[config.mk]
export PLATFORM = sky130hd
export DESIGN_NAME = uart_command_parser_and_tick_scheduler
export DESIGN_NICKNAME = d
export VERILOG_FILES = /design/src/uctp_pkg.sv /design/src/uctp_ctrl.sv /design/src/uctp_dp.sv /design/src/uart_command_parser_and_tick_scheduler.sv
export SDC_FILE = /design/constraint.sdc
export NUM_CORES = 1
export LEC_CHECK = 0
export CAP_MARGIN = 20
export CORE_MARGIN = 8
export CORE_UTILIZATION = 30
export CTS_CLUSTER_DIAMETER = 150
export DETAILED_ROUTE_END_ITERATION = 16
export DONT_BUFFER_PORTS = 1
export PLACE_DENSITY = 0.51
export SYNTH_ARGS = -nofsm -noshare
export SYNTH_HDL_FRONTEND = slang
export SYNTH_SLANG_ARGS = --single-unit
[constraint.sdc]
create_clock -name clk -period 3.3 [get_ports clk]
set_clock_uncertainty 0.1 [all_clocks]
set_input_delay 0.495 -clock clk [delete_from_list [all_inputs] [get_ports clk]]
set_output_delay 0.495 -clock clk [all_outputs]
set_load 0.005 [all_outputs]
[src/uctp_pkg.sv]
package uctp_pkg;

	// Width of the tick frame counter.
	localparam int unsigned CNT_W = 7;

	// Depth of the received character window.
	localparam int unsigned WIN_DEPTH = 7;

	// Request type codes.
	localparam logic REQ_BYTE = 1'b0;
	localparam logic REQ_TICK = 1'b1;

	// Frame characters.
	localparam logic [7:0] CH_DOLLAR = 8'h24;
	localparam logic [7:0] CH_B      = 8'h42;
	localparam logic [7:0] CH_W      = 8'h57;
	localparam logic [7:0] CH_H      = 8'h48;
	localparam logic [7:0] CH_Z      = 8'h5A;
	localparam logic [7:0] CH_COMMA  = 8'h2C;
	localparam logic [7:0] CH_STAR   = 8'h2A;
	localparam logic [7:0] CH_DASH   = 8'h2D;

	// ASCII code of the digit zero.
	localparam logic signed [11:0] DIGIT_ZERO = 12'sd48;

	// Send rate after reset.
	localparam logic [3:0] RATE_RESET = 4'd10;

	// Controller states.
	typedef enum logic {
		ST_IDLE,
		ST_EVAL
	} state_t;

	// Commands from the controller to the datapath.
	typedef struct packed {
		logic capture;
		logic commit;
	} dp_cmd_t;

	// True when v is a multiple of the constant k. Each candidate multiple is
	// compared on its own, so this folds into a small set of equality checks.
	function automatic logic is_mult(input logic [7:0] v, input int unsigned k);
		logic hit;
		hit = 1'b0;
		for (int unsigned i = 0; i < 256; i++) begin
			if ((i * k) < 256 && v == 8'(i * k)) begin
				hit = 1'b1;
			end
		end
		return hit;
	endfunction

endpackage

[src/uctp_ctrl.sv]
module uctp_ctrl (
	input  logic               clk,
	input  logic               arst_n,
	input  logic               in_valid,
	output logic               in_stall,
	output logic               out_valid,
	input  logic               out_stall,
	output uctp_pkg::dp_cmd_t  cmd
);

	uctp_pkg::state_t state_q;
	uctp_pkg::state_t state_next;
	logic             out_valid_q;

	// State register.
	always_ff @(posedge clk or negedge arst_n) begin
		if (!arst_n) begin
			state_q <= uctp_pkg::ST_IDLE;
		end else begin
			state_q <= state_next;
		end
	end

	// Next state and datapath commands. An item is evaluated once the output
	// register is free or is being drained in the same cycle.
	always_comb begin
		state_next  = state_q;
		cmd.capture = 1'b0;
		cmd.commit  = 1'b0;
		in_stall    = 1'b1;
		unique case (state_q)
			uctp_pkg::ST_IDLE: begin
				in_stall = 1'b0;
				if (in_valid) begin
					cmd.capture = 1'b1;
					state_next  = uctp_pkg::ST_EVAL;
				end
			end
			uctp_pkg::ST_EVAL: begin
				if (!out_valid_q || !out_stall) begin
					cmd.commit = 1'b1;
					state_next = uctp_pkg::ST_IDLE;
				end
			end
			default: begin
				state_next = uctp_pkg::ST_IDLE;
			end
		endcase
	end

	// Output valid flag: set by a commit, cleared when the transaction is taken.
	always_ff @(posedge clk or negedge arst_n) begin
		if (!arst_n) begin
			out_valid_q <= 1'b0;
		end else if (cmd.commit) begin
			out_valid_q <= 1'b1;
		end else if (!out_stall) begin
			out_valid_q <= 1'b0;
		end
	end

	assign out_valid = out_valid_q;

	// An accepted transaction blocks the input until it has been evaluated.
	a_accept_blocks: assert property (@(posedge clk) disable iff (!arst_n)
		(in_valid && !in_stall) |=> (in_stall && cmd.commit == 1'b0) || in_stall)
		else $error("input not blocked after an accepted transaction");

	// Every commit presents a result in the next cycle.
	a_commit_shows: assert property (@(posedge clk) disable iff (!arst_n)
		cmd.commit |=> out_valid)
		else $error("committed result not presented");

	// A commit never overwrites a result that is still held.
	a_no_overwrite: assert property (@(posedge clk) disable iff (!arst_n)
		cmd.commit |-> (!out_valid_q || !out_stall))
		else $error("held result overwritten");

	// Capture and commit never happen together.
	a_cmd_exclusive: assert property (@(posedge clk) disable iff (!arst_n)
		!(cmd.capture && cmd.commit))
		else $error("capture and commit in the same cycle");

endmodule

[src/uctp_dp.sv]
module uctp_dp #(
	parameter int unsigned FRAME_TICKS = 100
) (
	input  logic               clk,
	input  logic               arst_n,
	input  uctp_pkg::dp_cmd_t  cmd,
	input  logic               req_type,
	input  logic signed [7:0]  received_char,
	output logic               bandwidth_request,
	output logic [3:0]         bandwidth_value,
	output logic               rate_updated,
	output logic               command_error,
	output logic               led_level,
	output logic               sample_accel,
	output logic               send_accel,
	output logic               send_attitude
);

	localparam logic [uctp_pkg::CNT_W-1:0] LastTick = uctp_pkg::CNT_W'(FRAME_TICKS);

	logic                        req_type_q;
	logic [7:0]                  char_q;
	logic [7:0]                  win_q [uctp_pkg::WIN_DEPTH];
	logic [7:0]                  win_next [uctp_pkg::WIN_DEPTH];
	logic [uctp_pkg::CNT_W-1:0]  counter_q;
	logic [uctp_pkg::CNT_W-1:0]  counter_next;
	logic [3:0]                  rate_q;
	logic                        led_q;
	logic                        led_next;

	logic                        frame_ok;
	logic                        is_bw;
	logic                        is_hz;
	logic signed [11:0]          d1_v;
	logic signed [11:0]          d2_v;
	logic signed [11:0]          value;
	logic                        bw_ok;
	logic                        hz_ok;
	logic                        bw_req_c;
	logic                        rate_upd_c;
	logic                        err_c;
	logic                        sample_c;
	logic                        send_acc_c;
	logic                        send_att_c;

	logic                        bw_req_q;
	logic [3:0]                  bw_val_q;
	logic                        rate_upd_q;
	logic                        err_q;
	logic                        led_out_q;
	logic                        sample_q;
	logic                        send_acc_q;
	logic                        send_att_q;

	// Input capture register.
	always_ff @(posedge clk) begin
		if (cmd.capture) begin
			req_type_q <= req_type;
			char_q     <= received_char;
		end
	end

	// Window after shifting in the captured byte, newest at entry zero.
	always_comb begin
		win_next[0] = char_q;
		for (int i = 1; i < uctp_pkg::WIN_DEPTH; i++) begin
			win_next[i] = win_q[i-1];
		end
	end

	// Frame match and digit value: (d1 - 48) * 10 + (d2 - 48) on signed bytes.
	always_comb begin
		frame_ok = win_next[6] == uctp_pkg::CH_DOLLAR && win_next[3] == uctp_pkg::CH_COMMA &&
			win_next[0] == uctp_pkg::CH_STAR;
		is_bw = win_next[5] == uctp_pkg::CH_B && win_next[4] == uctp_pkg::CH_W;
		is_hz = win_next[5] == uctp_pkg::CH_H && win_next[4] == uctp_pkg::CH_Z;
		d1_v  = {{4{win_next[2][7]}}, win_next[2]} - uctp_pkg::DIGIT_ZERO;
		d2_v  = {{4{win_next[1][7]}}, win_next[1]} - uctp_pkg::DIGIT_ZERO;
		value = (d1_v <<< 3) + (d1_v <<< 1) + d2_v;
		bw_ok = value >= 12'sd8 && value <= 12'sd15;
		hz_ok = value == 12'sd0 || value == 12'sd1 || value == 12'sd2 ||
			value == 12'sd5 || value == 12'sd10;
	end

	// Result of the current item.
	always_comb begin
		bw_req_c     = 1'b0;
		rate_upd_c   = 1'b0;
		err_c        = 1'b0;
		sample_c     = 1'b0;
		send_acc_c   = 1'b0;
		send_att_c   = 1'b0;
		led_next     = led_q;
		counter_next = counter_q;
		if (req_type_q == uctp_pkg::REQ_BYTE) begin
			if (frame_ok && is_bw) begin
				bw_req_c = bw_ok;
				err_c    = !bw_ok;
			end else if (frame_ok && is_hz) begin
				rate_upd_c = hz_ok;
				err_c      = !hz_ok;
			end
		end else begin
			if (uctp_pkg::is_mult(8'(counter_q) + 8'd6, 50)) begin
				led_next = !led_q;
			end
			sample_c = counter_q[0];
			case (rate_q)
				4'd1:    send_acc_c = uctp_pkg::is_mult(8'(counter_q), 100);
				4'd2:    send_acc_c = uctp_pkg::is_mult(8'(counter_q), 50);
				4'd5:    send_acc_c = uctp_pkg::is_mult(8'(counter_q), 20);
				4'd10:   send_acc_c = uctp_pkg::is_mult(8'(counter_q), 10);
				default: send_acc_c = 1'b0;
			endcase
			send_att_c = uctp_pkg::is_mult(8'(counter_q) + 8'd3, 20);
			if (counter_q == LastTick) begin
				counter_next = uctp_pkg::CNT_W'(1);
			end else begin
				counter_next = counter_q + uctp_pkg::CNT_W'(1);
			end
		end
	end

	// Block state, updated when an item is committed.
	always_ff @(posedge clk or negedge arst_n) begin
		if (!arst_n) begin
			for (int i = 0; i < uctp_pkg::WIN_DEPTH; i++) begin
				win_q[i] <= uctp_pkg::CH_DASH;
			end
			counter_q <= '0;
			rate_q    <= uctp_pkg::RATE_RESET;
			led_q     <= 1'b0;
		end else if (cmd.commit) begin
			if (req_type_q == uctp_pkg::REQ_BYTE) begin
				win_q <= win_next;
			end
			if (rate_upd_c) begin
				rate_q <= value[3:0];
			end
			counter_q <= counter_next;
			led_q     <= led_next;
		end
	end

	// Output register.
	always_ff @(posedge clk) begin
		if (cmd.commit) begin
			bw_req_q   <= bw_req_c;
			bw_val_q   <= bw_req_c ? value[3:0] : 4'd0;
			rate_upd_q <= rate_upd_c;
			err_q      <= err_c;
			led_out_q  <= led_next;
			sample_q   <= sample_c;
			send_acc_q <= send_acc_c;
			send_att_q <= send_att_c;
		end
	end

	assign bandwidth_request = bw_req_q;
	assign bandwidth_value   = bw_val_q;
	assign rate_updated      = rate_upd_q;
	assign command_error     = err_q;
	assign led_level         = led_out_q;
	assign sample_accel      = sample_q;
	assign send_accel        = send_acc_q;
	assign send_attitude     = send_att_q;

	// The frame counter never passes the frame length.
	a_counter_range: assert property (@(posedge clk) disable iff (!arst_n)
		counter_q <= LastTick)
		else $error("frame counter out of range");

	// The send rate only ever holds one of the accepted rates.
	a_rate_legal: assert property (@(posedge clk) disable iff (!arst_n)
		rate_q == 4'd0 || rate_q == 4'd1 || rate_q == 4'd2 || rate_q == 4'd5 ||
		rate_q == 4'd10)
		else $error("illegal send rate");

endmodule

[src/uart_command_parser_and_tick_scheduler.sv]
// An accepted transaction is captured into the input register, then committed into the
// output register once that is free or being drained, and presented to the receiver.
// The controller evaluates one item at a time and takes no new one until the last is
// committed; evaluation waits while a held result is stalled at the output.
// Reset (arst_n low, asynchronous): window filled with '-', frame counter 0,
// send rate 10, LED off, no result pending.
module uart_command_parser_and_tick_scheduler #(
	parameter int unsigned FRAME_TICKS = 100
) (
	input  logic              clk,
	input  logic              arst_n,
	input  logic              in_valid,
	output logic              in_stall,
	input  logic              req_type,
	input  logic signed [7:0] received_char,
	output logic              out_valid,
	input  logic              out_stall,
	output logic              bandwidth_request,
	output logic [3:0]        bandwidth_value,
	output logic              rate_updated,
	output logic              command_error,
	output logic              led_level,
	output logic              sample_accel,
	output logic              send_accel,
	output logic              send_attitude
);

	uctp_pkg::dp_cmd_t cmd;

	// Controller: handshakes and sequencing.
	uctp_ctrl u_ctrl (
		.clk       (clk),
		.arst_n    (arst_n),
		.in_valid  (in_valid),
		.in_stall  (in_stall),
		.out_valid (out_valid),
		.out_stall (out_stall),
		.cmd       (cmd)
	);

	// Datapath: window, frame parser, tick scheduler and output register.
	uctp_dp #(
		.FRAME_TICKS (FRAME_TICKS)
	) u_dp (
		.clk               (clk),
		.arst_n            (arst_n),
		.cmd               (cmd),
		.req_type          (req_type),
		.received_char     (received_char),
		.bandwidth_request (bandwidth_request),
		.bandwidth_value   (bandwidth_value),
		.rate_updated      (rate_updated),
		.command_error     (command_error),
		.led_level         (led_level),
		.sample_accel      (sample_accel),
		.send_accel        (send_accel),
		.send_attitude     (send_attitude)
	);

endmodule

==> parameters.txt <==
Parameter                              Value

Outcome
  Status ... finished clean

Setup path
  CP cell instances ... buf_4 -> a21oi_2 -> xnor2_2 -> fa_1 -> inv_2 -> ha_4 -> buf_4 -> a21oi_1 -> mux2_4 -> nor3b_4 -> nor3_4 -> nand4_1 -> inv_2 -> and2_1
  Kind of start point of the critical path ... flip-flop
  Worst path slowest cell ... sky130_fd_sc_hd__fa_1
  Max stage delay on crit path ... 0.51 ns
  Number of buffers and inverters on the critical path ... 4
  Gate family responsible for the most delay along the worst path ... adder cells
  Crit path required time ... between 3 and 4 ns
  Arrival time of the worst setup path ... about 3.3 ns
  CP endpoint kind ... flip-flop
  Setup Crit Path Kind ... reg -> reg
  Largest fanout on the critical path ... 4

STA
  Worst-Margin Slew ... about 0.88 ns
  Total of endpoints with negative setup slack in the final report ... 0
  Final number of hold-violating endpoints ... 0
  Share of the clock period used by the worst path after layout ... just under 100%
  Unrepaired setup endpoints after global routing ... yes
  Minimum setup slack in the final design ... around 0.032 ns
  Worst slew margin relative to its limit ... about two fifths
  Max-slew violation count ... 0
  Final critical path time including I/O delays and setup ... ~3.3 ns
  Minimum hold slack ... 0.1510 ns
  F_max ... a little over 300 MHz

Global route
  First-pass GRT wire length ... 16040 µm
  Global-route usage over all layers ... 10.21%
  Number of antenna violations at the first check in global routing ... 0
  Vias in the first global route ... between 3000 and 4000
  Largest net degree at the start of global routing ... 63
  Total global routing overflow ... 0

Place
  Place WS ... -0.1194 ns
  Count of buffers from port buffering ... 0
  HPWL reported at the end of detailed placement ... around 7000 µm
  Inst Count DP ... between 500 and 600
  Placer congestion estimate ... 0.7848
  Post-place instance area ... approximately 5000 µm²

Synthesis
  Synth Warn # ... 0
  Library cells used by synthesis ... between 60 and 70
  Average footprint of a synthesized cell ... 11.43 µm²
  Ys async rst share ... roughly three quarters
  Seq/Total Area, Yosys ... between 40% and 50%
  Mapped Nets ... approximately 450
  Total standard cell area after synthesis ... about 4600 µm²
  Gate count of the mapped netlist ... just over 400
  Most instantiated flip-flop cell in the synthesis netlist ... sky130_fd_sc_hd__dfrtp_1
  Number of flops mapped to enable cells by yosys ... 20
  Number of synthesized register bits ... between 80 and 90

Floorplanning
  Top-Level Pins ... 26
  Area of the die ... just under 20000 µm²
  Starting Density ... a little under a third
  Number of cell rows ... 45
  Die Wd ... ~140 µm
  Area inside the core boundary ... 15150 µm²
  Vertical die dimension ... between 100 and 150 µm

Clock network
  H-tree depth reported by CTS ... 3
  Buffer cell driving the clock tree root ... sky130_fd_sc_hd__clkbuf_16
  Total clock buffers created by CTS ... 9
  Clock tree from TritonCTS ... yes
  Clock transition at the register clock pins on the worst setup and hold paths after CTS ... about 0.06 ns
  Maximum clock path buffer count ... 2
  Clock latency reported for the late side of the worst-skew pair ... approximately 0.34 ns
  Total clock sinks ... 82

Detailed routing
  Number of design-rule violations left by the first detailed-router iteration ... 152
  Overall via count from detail_route ... around 3100
  Routed Antenna Nets ... 0
  WL per Instance ... roughly 16 µm
  DRC ... 0
  Vias per cell ... roughly 5.0
  Total detailed-routing wirelength ... 9831 µm
  First-pass iteration count of the detailed router ... 4

Finish
  Layout-stage area growth over the synthesis result ... 20.11%
  Fin cells ... ~620
  Commonest cells after routing, fill and taps aside ... sky130_fd_sc_hd__mux2_2 (45), sky130_fd_sc_hd__dfrtp_1 (36), sky130_fd_sc_hd__nand2_1 (30)
  Post-route design area ... around 5600 µm²
  Commonest non-fill, non-tap cell in the layout ... sky130_fd_sc_hd__mux2_2
  Net total in the final layout ... between 400 and 500
  N_diodes ... 0
  Share of final-layout standard cells stronger than drive strength 1 ... between 30% and 40%

Run
  Number of violations of the max-capacitance limit ... 0

Min path
  Class of the tightest hold or removal check ... in -> reg
==> area by class of cell <==
| type | count | area (µm²) |
|---|---|---|
| flip-flops and latches | 82 | 2185 |
| clock buffers | 9 | 225.2 |
| repair buffers | 27 | 225.2 |
| fillers | 1462 | 9572 |
| multi-input cells | 280 | 2511 |
| inverters | 26 | 100.1 |
| well taps | 188 | 235.2 |
| clock inverters | 7 | 92.59 |
==> flip-flops by register name, indices dropped and copies added, names as in the netlist, 4 cells and up <==
signal	cells
u_dp.char_q	8
u_dp.bandwidth_value	4
u_dp.counter_q	7
u_dp.win_next	48
u_dp.rate_q	4
==> cell families after synthesis <==
logic type	count (synthesis)	synth area share, %
buffers and inverters	44	3.828
multiplexers	53	13.00
flip-flops	82	47.07
AND/OR/NAND/NOR	110	13.27
AO/OA/AOI/OAI	72	10.54
XOR/XNOR	16	3.020
adder cells (fa/ha/maj)	29	9.275
==> per-stage QoR <==
step / TNS (ns) / utilization, %
6_report: 0 / 36.80
5_1_grt: -0.8869 / 36.80
4_1_cts: -0.006228 / 35.65
3_5_place_dp: -0.5269 / 32.96
3_3_place_gp: -0.2529 / 32.96
2_1_floorplan: 0 / -
==> final timing paths <==
kind,endpoint,slack [ns],depth (start not counted),start
setup reg to reg,u_dp.bandwidth_value[2],0.03,14,u_dp.win_next[36]
hold reg to reg,u_dp.led_q,0.39,1,u_dp.led_q
min in group asynchronous,u_dp.win_next[4],0.60,2,arst_n
hold / removal,u_dp.char_q[0],0.15,0,received_char[0]
setup / recovery,u_dp.bandwidth_value[2],0.03,14,u_dp.win_next[36]
max in group asynchronous,u_dp.win_next[2],2.19,2,arst_n
==> routing by layer <==
metal  part of all wire, %  vias to the layer above  wire length [µm]  track usage (%)
li1                      -                     1516                 -                -
met1                    46                     1516              4521            12.83
met2                    49                       39              4799            16.47
met3                   4.1                       11               405            3.398
met4                   1.1                        0               105            2.686
met5                     0                        -                 0                0
==> worst register-to-register path, stage by stage (launching register included) <==
cell and delay (ns):
sky130_fd_sc_hd__dfrtp_1 0.41, sky130_fd_sc_hd__buf_4 0.17, sky130_fd_sc_hd__a21oi_2 0.17, sky130_fd_sc_hd__xnor2_2 0.10
sky130_fd_sc_hd__fa_1 0.51, sky130_fd_sc_hd__inv_2 0.05, sky130_fd_sc_hd__ha_4 0.28, sky130_fd_sc_hd__buf_4 0.14
sky130_fd_sc_hd__a21oi_1 0.07, sky130_fd_sc_hd__mux2_4 0.27, sky130_fd_sc_hd__nor3b_4 0.31, sky130_fd_sc_hd__nor3_4 0.08
sky130_fd_sc_hd__nand4_1 0.15, sky130_fd_sc_hd__inv_2 0.06, sky130_fd_sc_hd__and2_1 0.16
==> Yosys cell counts, types with 4 or more instances <==
| library cell | n | area (µm²) |
|---|---|---|
| sky130_fd_sc_hd__dfrtp_1 | 36 | 900.9 |
| sky130_fd_sc_hd__o31ai_1 | 5 | 37.54 |
| sky130_fd_sc_hd__nor2b_1 | 6 | 37.54 |
| sky130_fd_sc_hd__nand2_1 | 30 | 112.6 |
| sky130_fd_sc_hd__clkbuf_1 | 7 | 26.28 |
| sky130_fd_sc_hd__xor2_1 | 6 | 52.55 |
| sky130_fd_sc_hd__xnor2_1 | 10 | 87.58 |
| sky130_fd_sc_hd__nor3_1 | 9 | 45.04 |
| sky130_fd_sc_hd__nand2b_1 | 4 | 25.02 |
| sky130_fd_sc_hd__edfxtp_1 | 20 | 600.6 |
| sky130_fd_sc_hd__dfstp_2 | 26 | 683.2 |
| sky130_fd_sc_hd__fa_1 | 9 | 180.2 |
| sky130_fd_sc_hd__nand3_1 | 8 | 40.04 |
| sky130_fd_sc_hd__buf_2 | 9 | 45.04 |
| sky130_fd_sc_hd__nor2_1 | 16 | 60.06 |
| sky130_fd_sc_hd__nor4b_1 | 4 | 35.03 |
| sky130_fd_sc_hd__mux2_2 | 46 | 518.0 |
| sky130_fd_sc_hd__nand4_1 | 6 | 37.54 |
| sky130_fd_sc_hd__inv_1 | 26 | 97.59 |
| sky130_fd_sc_hd__and2_1 | 4 | 25.02 |
| sky130_fd_sc_hd__nor4bb_1 | 5 | 50.05 |
| sky130_fd_sc_hd__a21oi_1 | 12 | 60.06 |
| sky130_fd_sc_hd__a21o_1 | 4 | 30.03 |
| sky130_fd_sc_hd__a31oi_1 | 4 | 25.02 |
| sky130_fd_sc_hd__ha_1 | 20 | 250.2 |
| sky130_fd_sc_hd__mux2i_1 | 4 | 40.04 |
| sky130_fd_sc_hd__o21ai_0 | 21 | 105.1 |
==> repair_timing <==
| item | in CTS | in global routing |
|---|---|---|
| setup buffers | 1 | 3 |
| gates resized for setup | 10 | 27 |
| pin swaps | 3 | 20 |
| hold buffers | 2 | 0 |
| hold endpoints to repair | 62 | 0 |
| endpoints found under the setup margin | 9 | 11 |
Power is left out: the tool's default activity adds up to more than one toggle a clock period on the data nets, which glitch-free logic cannot reach.
